$ cat src/design/irfct_pkg.sv
// Shared constants, codes and types of the IR frame carrier transmitter.
// No dependencies; used by the top level and its checker.
package irfct_pkg;

	localparam int FRAME_BITS = 32;
	localparam int IDX_W      = $clog2(FRAME_BITS);
	localparam int BITS_W     = IDX_W + 1;
	localparam int PULSE_W    = 8;
	localparam int TICK_W     = PULSE_W + 1;

	localparam logic [PULSE_W-1:0] PULSE_RESET = 8'd16;

	// item kind carried in s_axis_tuser
	localparam logic FUNC_LOAD = 1'b0;
	localparam logic FUNC_TICK = 1'b1;

	// status codes seen on the result
	localparam logic [1:0] STATUS_EMPTY   = 2'd0;
	localparam logic [1:0] STATUS_QUEUED  = 2'd1;
	localparam logic [1:0] STATUS_SENDING = 2'd2;
	localparam logic [1:0] STATUS_DONE    = 2'd3;

	typedef enum logic [3:0] {
		S_EMPTY   = 4'b0001,
		S_QUEUED  = 4'b0010,
		S_SENDING = 4'b0100,
		S_DONE    = 4'b1000
	} send_state_t;

	typedef struct packed {
		logic       accepted;
		logic [1:0] status;
		logic [1:0] drive;
	} result_t;

endpackage

$ cat src/design/ir_frame_carrier_transmitter.sv
// Top level of the IR frame carrier transmitter: frame load, bit timing and
// carrier gating, with an output register and a skid stage. Uses irfct_pkg.
// A result passes through the output register, or the skid stage and then the output register, before m_axis.
// Throughput: one item per cycle while s_axis_tready is high; the frame state is updated in the accept cycle.
// s_axis_tready drops only while the skid stage holds an item behind a stalled output.
// Reset: asynchronous, clears status to empty, drive off, pulse_half_ticks to 16.
module ir_frame_carrier_transmitter (
	input  logic        clk,
	input  logic        arst_n,
	input  logic        cfg_we,
	input  logic [7:0]  cfg_wdata,      // pulse_half_ticks
	input  logic        s_axis_tvalid,
	output logic        s_axis_tready,
	// [1:0] emitter_mask, [9:2] group_id, [13:10] team_id, [21:14] player_id,
	// [26:22] gun_id, [29:27] extra_bits, [31:30] zero
	input  logic [31:0] s_axis_tdata,
	input  logic        s_axis_tuser,   // [0] func
	output logic        m_axis_tvalid,
	input  logic        m_axis_tready,
	output logic [7:0]  m_axis_tdata    // [1:0] drive, [3:2] status, [4] accepted, [7:5] zero
);

	logic [irfct_pkg::PULSE_W-1:0] pulse_half_q;
	irfct_pkg::send_state_t        state_q, state_n;
	logic [31:0]                   frame_q, frame_n;
	logic [irfct_pkg::BITS_W-1:0]  bits_left_q, bits_left_n;
	logic [irfct_pkg::TICK_W-1:0]  tick_q, tick_n;
	logic                          phase_q, phase_n;
	logic [1:0]                    fire_mask_q, fire_mask_n;
	logic [1:0]                    pin_q, pin_n;
	logic                          accepted_c;
	logic [1:0]                    status_c;
	logic [31:0]                   load_word;
	irfct_pkg::result_t            res_c, out_data_q, skid_data_q;
	logic                          out_valid_q, skid_valid_q;
	logic                          in_acc;

	assign in_acc        = s_axis_tvalid && s_axis_tready;
	assign s_axis_tready = !skid_valid_q;

	// start pair, fields, then parity over the rest and the closing 1
	always_comb begin
		load_word = {2'b11, s_axis_tdata[9:2], s_axis_tdata[13:10], s_axis_tdata[21:14],
			s_axis_tdata[26:22], s_axis_tdata[29:27], 2'b01};
		load_word[1] = ^load_word;
	end

	always_comb begin
		irfct_pkg::send_state_t       st;
		logic [irfct_pkg::BITS_W-1:0] bl;
		logic [irfct_pkg::TICK_W-1:0] tc;
		logic [irfct_pkg::TICK_W-1:0] tc_inc;
		logic [irfct_pkg::IDX_W-1:0]  bit_idx;
		logic                         ph;
		logic                         cur_bit;

		state_n     = state_q;
		frame_n     = frame_q;
		bits_left_n = bits_left_q;
		tick_n      = tick_q;
		phase_n     = phase_q;
		fire_mask_n = fire_mask_q;
		pin_n       = pin_q;
		accepted_c  = 1'b0;
		st          = state_q;
		bl          = bits_left_q;
		tc          = tick_q;
		ph          = phase_q;
		tc_inc      = '0;
		bit_idx     = '0;
		cur_bit     = 1'b0;

		if (s_axis_tuser == irfct_pkg::FUNC_LOAD) begin
			if (state_q == irfct_pkg::S_EMPTY || state_q == irfct_pkg::S_DONE) begin
				fire_mask_n = s_axis_tdata[1:0];
				frame_n     = load_word;
				state_n     = irfct_pkg::S_QUEUED;
				accepted_c  = 1'b1;
			end
		end else begin
			// first tick after a load starts the frame and sends its first tick
			if (state_q == irfct_pkg::S_QUEUED) begin
				bl = irfct_pkg::BITS_W'(irfct_pkg::FRAME_BITS);
				st = irfct_pkg::S_SENDING;
				tc = '0;
				ph = 1'b1;
			end
			if (st == irfct_pkg::S_SENDING) begin
				if (bl == '0) begin
					st    = irfct_pkg::S_DONE;
					pin_n = 2'b00;
				end else begin
					bit_idx = bl[irfct_pkg::IDX_W-1:0] - irfct_pkg::IDX_W'(1);
					cur_bit = frame_q[bit_idx];
					if (tc > {1'b0, pulse_half_q})
						pin_n = 2'b00;
					else if (ph && cur_bit)
						pin_n = pin_q | fire_mask_q;
					else
						pin_n = 2'b00;
					ph     = ~ph;
					tc_inc = tc + irfct_pkg::TICK_W'(1);
					if (tc_inc >= {pulse_half_q, 1'b0}) begin
						tc = '0;
						ph = 1'b1;
						bl = bl - irfct_pkg::BITS_W'(1);
					end else begin
						tc = tc_inc;
					end
				end
			end
			state_n     = st;
			bits_left_n = bl;
			tick_n      = tc;
			phase_n     = ph;
		end
	end

	always_comb begin
		unique case (state_n)
			irfct_pkg::S_EMPTY:   status_c = irfct_pkg::STATUS_EMPTY;
			irfct_pkg::S_QUEUED:  status_c = irfct_pkg::STATUS_QUEUED;
			irfct_pkg::S_SENDING: status_c = irfct_pkg::STATUS_SENDING;
			irfct_pkg::S_DONE:    status_c = irfct_pkg::STATUS_DONE;
			default:              status_c = irfct_pkg::STATUS_EMPTY;
		endcase
	end

	assign res_c.drive    = pin_n;
	assign res_c.status   = status_c;
	assign res_c.accepted = accepted_c;

	always_ff @(posedge clk or negedge arst_n) begin
		if (!arst_n) begin
			pulse_half_q <= irfct_pkg::PULSE_RESET;
		end else if (cfg_we) begin
			pulse_half_q <= cfg_wdata;
		end
	end

	always_ff @(posedge clk or negedge arst_n) begin
		if (!arst_n) begin
			state_q     <= irfct_pkg::S_EMPTY;
			frame_q     <= '0;
			bits_left_q <= irfct_pkg::BITS_W'(irfct_pkg::FRAME_BITS);
			tick_q      <= '0;
			phase_q     <= 1'b1;
			fire_mask_q <= 2'b00;
			pin_q       <= 2'b00;
		end else if (in_acc) begin
			state_q     <= state_n;
			frame_q     <= frame_n;
			bits_left_q <= bits_left_n;
			tick_q      <= tick_n;
			phase_q     <= phase_n;
			fire_mask_q <= fire_mask_n;
			pin_q       <= pin_n;
		end
	end

	// output register with a skid stage behind it
	always_ff @(posedge clk or negedge arst_n) begin
		if (!arst_n) begin
			out_valid_q  <= 1'b0;
			skid_valid_q <= 1'b0;
		end else if (!out_valid_q || m_axis_tready) begin
			if (skid_valid_q) begin
				out_valid_q  <= 1'b1;
				skid_valid_q <= 1'b0;
			end else begin
				out_valid_q <= in_acc;
			end
		end else if (in_acc) begin
			skid_valid_q <= 1'b1;
		end
	end

	always_ff @(posedge clk) begin
		if (!out_valid_q || m_axis_tready) begin
			if (skid_valid_q)
				out_data_q <= skid_data_q;
			else if (in_acc)
				out_data_q <= res_c;
		end else if (in_acc) begin
			skid_data_q <= res_c;
		end
	end

	assign m_axis_tvalid = out_valid_q;
	assign m_axis_tdata  = {3'b000, out_data_q};

endmodule

$ cat config.mk
export PLATFORM = sky130hd
export DESIGN_NAME = ir_frame_carrier_transmitter
export DESIGN_NICKNAME = d
export VERILOG_FILES = /design/src/design/irfct_pkg.sv /design/src/design/ir_frame_carrier_transmitter.sv
export SDC_FILE = /design/constraint.sdc
export NUM_CORES = 1
export LEC_CHECK = 0
export BUFFER_PORTS_ARGS = -buffer_cell sky130_fd_sc_hd__clkbuf_2
export CAP_MARGIN = 20
export CORE_MARGIN = 2
export CORE_UTILIZATION = 40
export DETAILED_ROUTE_END_ITERATION = 8
export SLEW_MARGIN = 40
export SYNTH_ARGS = -nofsm -noshare
export SYNTH_HDL_FRONTEND = slang
export SYNTH_SLANG_ARGS = --single-unit
$ cat constraint.sdc
create_clock -name clk -period 10 [get_ports clk]
set_clock_uncertainty 0.05 [all_clocks]
set_input_delay 1 -clock clk [delete_from_list [all_inputs] [get_ports clk]]
set_output_delay 1 -clock clk [all_outputs]
set_load 0.01 [all_outputs]
## Word level (Yosys, flattened, before mapping)

Index checks and enable logic that the tools add are counted.

- $add $sub $neg: 3
- Magnitude comparators: 3
- Equal/unequal tests: 7
- Mux-type cells: 36
- Bitwise logic cells: 4
- Reductions and logical operators: 14

Operator list:

| cell | number |
|---|---|
| $mux W9 | 5 |
| $reduce_xor A32 Y1 | 1 |
| $mux W6 | 5 |
| $mux W4 | 6 |
| $mux W1 | 11 |
| $mux W2 | 5 |
| $mux W5 | 2 |
| $add A9 B1 Y9 const B | 1 |
| $ge A9 B9 Y1 | 1 |
| $gt A9 B8 Y1 | 1 |
| $eq A4 B2 Y1 const B | 2 |
| $eq A4 B3 Y1 const B | 2 |
| $eq A4 B4 Y1 const B | 2 |
| $logic_not A6 Y1 | 1 |
| $lt A5 B6 Y1 const B | 1 |
| $pmux W2 S3 | 1 |
| $reduce_and A2 Y1 | 3 |
| $sub A6 B1 Y6 const B | 1 |
| $bmux W1 S5 | 1 |
| $sub A5 B1 Y5 const B | 1 |
| $eq A4 B1 Y1 const B | 1 |
| $reduce_bool A2 Y1 | 2 |
| $not A1 Y1 | 3 |
| $reduce_and A3 Y1 | 1 |
| other kinds (4) | 7 |

- Register bits after elaboration: 75
- Input bits: 46
- Logic and storage cells: 83

## Logic depth before layout (Yosys ltp)

- Word-level depth: 14
- Mapped depth: 17
- Mapped depth without buffers: 13

## Least setup slack after synthesis

Ideal clock, no wire load.

- Path type: register to register
- Start point: register state_q[0]
- End point: register bits_left_q[5] (netlist name)
- Arrival: 3.642 ns
- Required time: 9.870 ns
- Setup slack: 6.228 ns
- Stages on the path, launching flop included: 17
- Buffers on the path: 3
- Clock period less this slack: 3.772 ns
- Path through: dfstp_2 buf_2 or4b_1 clkbuf_1 buf_2 nand4_1 nor3_1 nand2_1 xor2_1 nor2_1 ha_1 and4_1 and3_1 a221oi_2 a21oi_1 mux2i_1 o221a_2

- Cells in the longest elaborated chain, start to end: 8
- Elaborated cells between the ends (all ways): 15
- Classes of those cells: 2 x add/sub; 1 x order compare; 2 x eq/ne; 9 x mux; 1 x reduce/logical

RTL lines:

| what | line | source |
|---|---|---|
| start: declaration | ir_frame_carrier_transmitter.sv:24 | `irfct_pkg::send_state_t state_q, state_n;` |
| start signal: assignment | ir_frame_carrier_transmitter.sv:143 | `state_q <= irfct_pkg::S_EMPTY;` |
| start signal: assignment | ir_frame_carrier_transmitter.sv:151 | `state_q <= state_n;` |
| $eq A4 B2 Y1 | ir_frame_carrier_transmitter.sv:82 | `if (state_q == irfct_pkg::S_QUEUED) begin` |
| $mux W9 | ir_frame_carrier_transmitter.sv:82 |  |
| $mux W9 | ir_frame_carrier_transmitter.sv:73 | `if (s_axis_tuser == irfct_pkg::FUNC_LOAD) begin` |
| $add A9 B1 Y9 | ir_frame_carrier_transmitter.sv:102 | `tc_inc = tc + irfct_pkg::TICK_W'(1);` |
| $ge A9 B9 Y1 | ir_frame_carrier_transmitter.sv:103 | `if (tc_inc >= {pulse_half_q, 1'b0}) begin` |
| $mux W6 | ir_frame_carrier_transmitter.sv:103 |  |
| $mux W6 | ir_frame_carrier_transmitter.sv:89 | `if (bl == '0) begin` |
| $mux W6 (*) | ir_frame_carrier_transmitter.sv:88 | `if (st == irfct_pkg::S_SENDING) begin` |
| end signal: assignment | ir_frame_carrier_transmitter.sv:145 | `bits_left_q <= irfct_pkg::BITS_W'(irfct_pkg::FRAME_BITS);` |
| end signal: assignment | ir_frame_carrier_transmitter.sv:153 | `bits_left_q <= bits_left_n;` |
| end: declaration | ir_frame_carrier_transmitter.sv:26 | `logic [irfct_pkg::BITS_W-1:0] bits_left_q, bits_left_n;` |

Mark *: on every way between the ends. The rest lies on a longest branch, timed or not. The select of a mux whose other input is x is not followed.
A chain may end at the register's enable or synchronous reset.

## Worst setup path after layout

- Start point: register state_q[0]
- End point: register bits_left_q[4] (netlist name)

Same word-level chain as after synthesis.

==> metrics.txt <==
multi-input logic area roughly 2300 um^2; PD cells about 240 nW/um^2; min cycle time layout about 4.4 ns; Hold Crit Class flop to flop; CP required 10.24 ns; clock network fraction of total power 18.9%; post-CTS sizing 0; worst hold margin 0.431 ns; worst path cell trace or4b_1 -> buf_4 -> nand4_1 -> nor3_1 -> nand2_1 -> xor2_1 -> nor2_1 -> ha_1 -> and4_1 -> and3_1 -> a221oi_2 -> nand2_1 -> o31ai_1 -> o2bb2ai_1; run status complete, no violations; CTS tree yes; Final nets around 530; CP max stage cell dfstp_2; relative slew slack between 40% and 50%; Area contributors post-synth dfrtp_1, mux2_2, edfxtp_1; Max FO, Critical Path 26; total gr overflow 0; H-Tree Depth 3; commonest cells in the netlist dfrtp_1, nand2_1, mux2_2; Reg power frac 40.9%; Placement Rows 38; drc violations 0; r2r setup slk 5.58 ns; Tightest Pin Transition 0.808 ns; Fmax 226 MHz; starting density of the core around two fifths; Die ar. 12000 um^2; Cell Int Power between 700 and 800 uW; cells after synthesis between 400 and 500; combinational group share of total power 40.2%; Filler cells slightly above 1k; largest net degree at the start of global routing between 60 and 70; clk root buf clkbuf_8; hold wc startpoint phase_q; DR pass1 iterations 4; post-synth top area cell dfrtp_1; crit-path leading delay family simple AND/OR/NAND/NOR gates; Antenna Cells 0; DR WL/cell between 10 and 15 um; max_cap viols 0; Clk Latency, worst-skew pair between 0.3 and 0.4 ns; hold_buf cts 0; clk buf depth 2; TritonCTS Buffers 9; Largest stage delay, worst path approximately 0.66 ns; Chip Width ~110 um; clock sinks 74; GRT Total Usage 16.5%; final setup TNS 0 ns; Hold EP phase_q; Final setup viols 0; CP startpoint kind flop; crit path buf inv count 1; Avg Synthesized Cell Area between 10 and 15 um^2; vias in the first global route roughly 3.1k; Critical Path Sink Type flop; FF-to-FF path depth 14; most common cell in the netlist dfrtp_1; Peak supply drop between 0.00009 and 0.0001 V; Post-Syn Area between 4000 and 5000 um^2; WHS Path Cells 2; most frequent CP cell nand2_1; Yosys top cell area share about a third; Register Area approximately 1900 um^2; layout cells sized above 1 roughly a quarter; via count 3220; I/O Buffers 50; DRT Wirelength ~9000 um; vias per cell about 5.3; CTS clk-pin slew, worst paths 0.08 ns; FF-to-FF Start state_q[0]; Post-DP HPWL between 6000 and 7000 um; initial antenna violation count 0; Tcrit/Tclk final between 40 and 50%; Pleak roughly 2.2 nW; FF-to-FF End bits_left_q[4]; RePlAce Congestion 0.828; I/O Pins 56; sw frac between 30% and 40%; CP arrival ~4.7 ns; core area around 11000 um^2; postcts setup bufs 0; Die Y approximately 110 um; number of synthesized flops with an enable pin 10; most common flop cell mapped by yosys dfrtp_1; RSZ-0062 raised after global routing no; warnings from Yosys 0; post-synthesis sequential area ratio a little over two fifths; Final Max Tran Viols 0; Area Overhead vs Synth 11.3%; flops & latches, synth between 70 and 80; antenna violation net count after detailed routing 0; Hold Fails Final Rpt 0; synth unique cells 68; FFs w/ async S/R, synth around 86%; CP Class flop to flop; Iteration-0 DRC Markers approximately 130; first-pass GRT wire length about 15000 um; Psw approximately 430 uW
## stage by stage
stage,std cells,area [um^2],utilization (%),power (mW),setup WS [ns]
3_5_place_dp,594,4770,44.0,0.952,5.65
4_1_cts,609,4950,45.6,1.17,5.63
3_3_place_gp,594,4760,43.9,0.935,5.69
2_1_floorplan,428,4450,-,0.855,6.23
6_report,609,4950,45.6,1.16,5.58
5_1_grt,609,4950,45.6,1.26,5.18
## final cells by class
| class | count | share of cell area (%) |
|---|---|---|
| Inverter | 18 | 1.37 |
| Sequential cell | 74 | 38.6 |
| Timing Repair Buffer | 54 | 5.74 |
| Multi-Input combinational cell | 308 | 47.2 |
| Tap cell | 140 | 3.54 |
| Clock inverter | 4 | 0.557 |
| Clock buffer | 11 | 3.09 |
## placed cells by master (no fill, tap or decap), drive strengths merged, types with 4 or more instances in the layout
master / n
clkinv: 4
xnor2: 32
buf: 4
mux2i: 6
a31oi: 6
nand2: 51
dfrtp: 60
nor3: 7
o31ai: 5
dfstp: 4
a21oi: 11
mux4: 6
nor2: 22
ha: 14
nand2b: 5
mux2: 33
xor2: 8
and2: 8
nand4: 4
clkbuf: 61
edfxtp: 10
nand3: 12
inv: 18
a41oi: 4
o21ai: 19
## how the worst max path moves through the flow
stage / start / end / slack, ns / depth (start not counted)
4_1_cts: state_q[0] / bits_left_q[4] / 5.63 / 14
5_1_grt: state_q[0] / bits_left_q[3] / 5.18 / 14
3_5_place_dp: state_q[0] / bits_left_q[4] / 5.65 / 14
6_report: state_q[0] / bits_left_q[4] / 5.58 / 14
3_3_place_gp: state_q[0] / bits_left_q[3] / 5.69 / 14
2_1_floorplan: state_q[0] / bits_left_q[5] / 6.23 / 16
## power groups by stage
stage	Combinational (mW)	Sequential [mW]	Clock [mW]
floorplan	0.410	0.445	0
global placement	0.461	0.475	0
detailed placement	0.471	0.481	0
CTS	0.473	0.476	0.225
global route	0.527	0.488	0.240
finish	0.468	0.475	0.220
## per-layer routing
layer	global-route usage (%)	up-vias	wire length (um)	share of wire (%)
met5	0	-	0	0
met4	4.61	0	125	1.4
met3	4.86	10	396	4.4
met2	25.4	61	4240	47
met1	22.7	1551	4280	47
li1	-	1598	-	-
## flip-flops by register name, summed over array words and instances (netlist names)
register	cells
frame_q	30
tick_q	9
pulse_half_q	8
bits_left_q	6
m_axis_tdata	5
skid_data_q	5
state_q	4
fire_mask_q	2
pin_q	2
m_axis_tvalid	1
phase_q	1
skid_valid_q	1
## worst register-to-register path, delay by kind of cell (launching register included)
family / cells / cell delay, ns
simple gates: 8 / 1.90
xor+xnor: 1 / 0.15
fa+ha+maj: 1 / 0.26
compound gates: 3 / 1.06
buf+inv: 1 / 0.27
flops: 1 / 0.66
## cell families after synthesis
family,after synthesis,share of synthesized area [%]
simple gates,125,13.9
compound gates,81,13.7
flops,74,42.9
buf+inv,46,4.84
mux,45,12.8
xor+xnor,40,7.89
fa+ha+maj,14,3.94
other cells,1,0.0844
(Power assumes the default switching activity.)
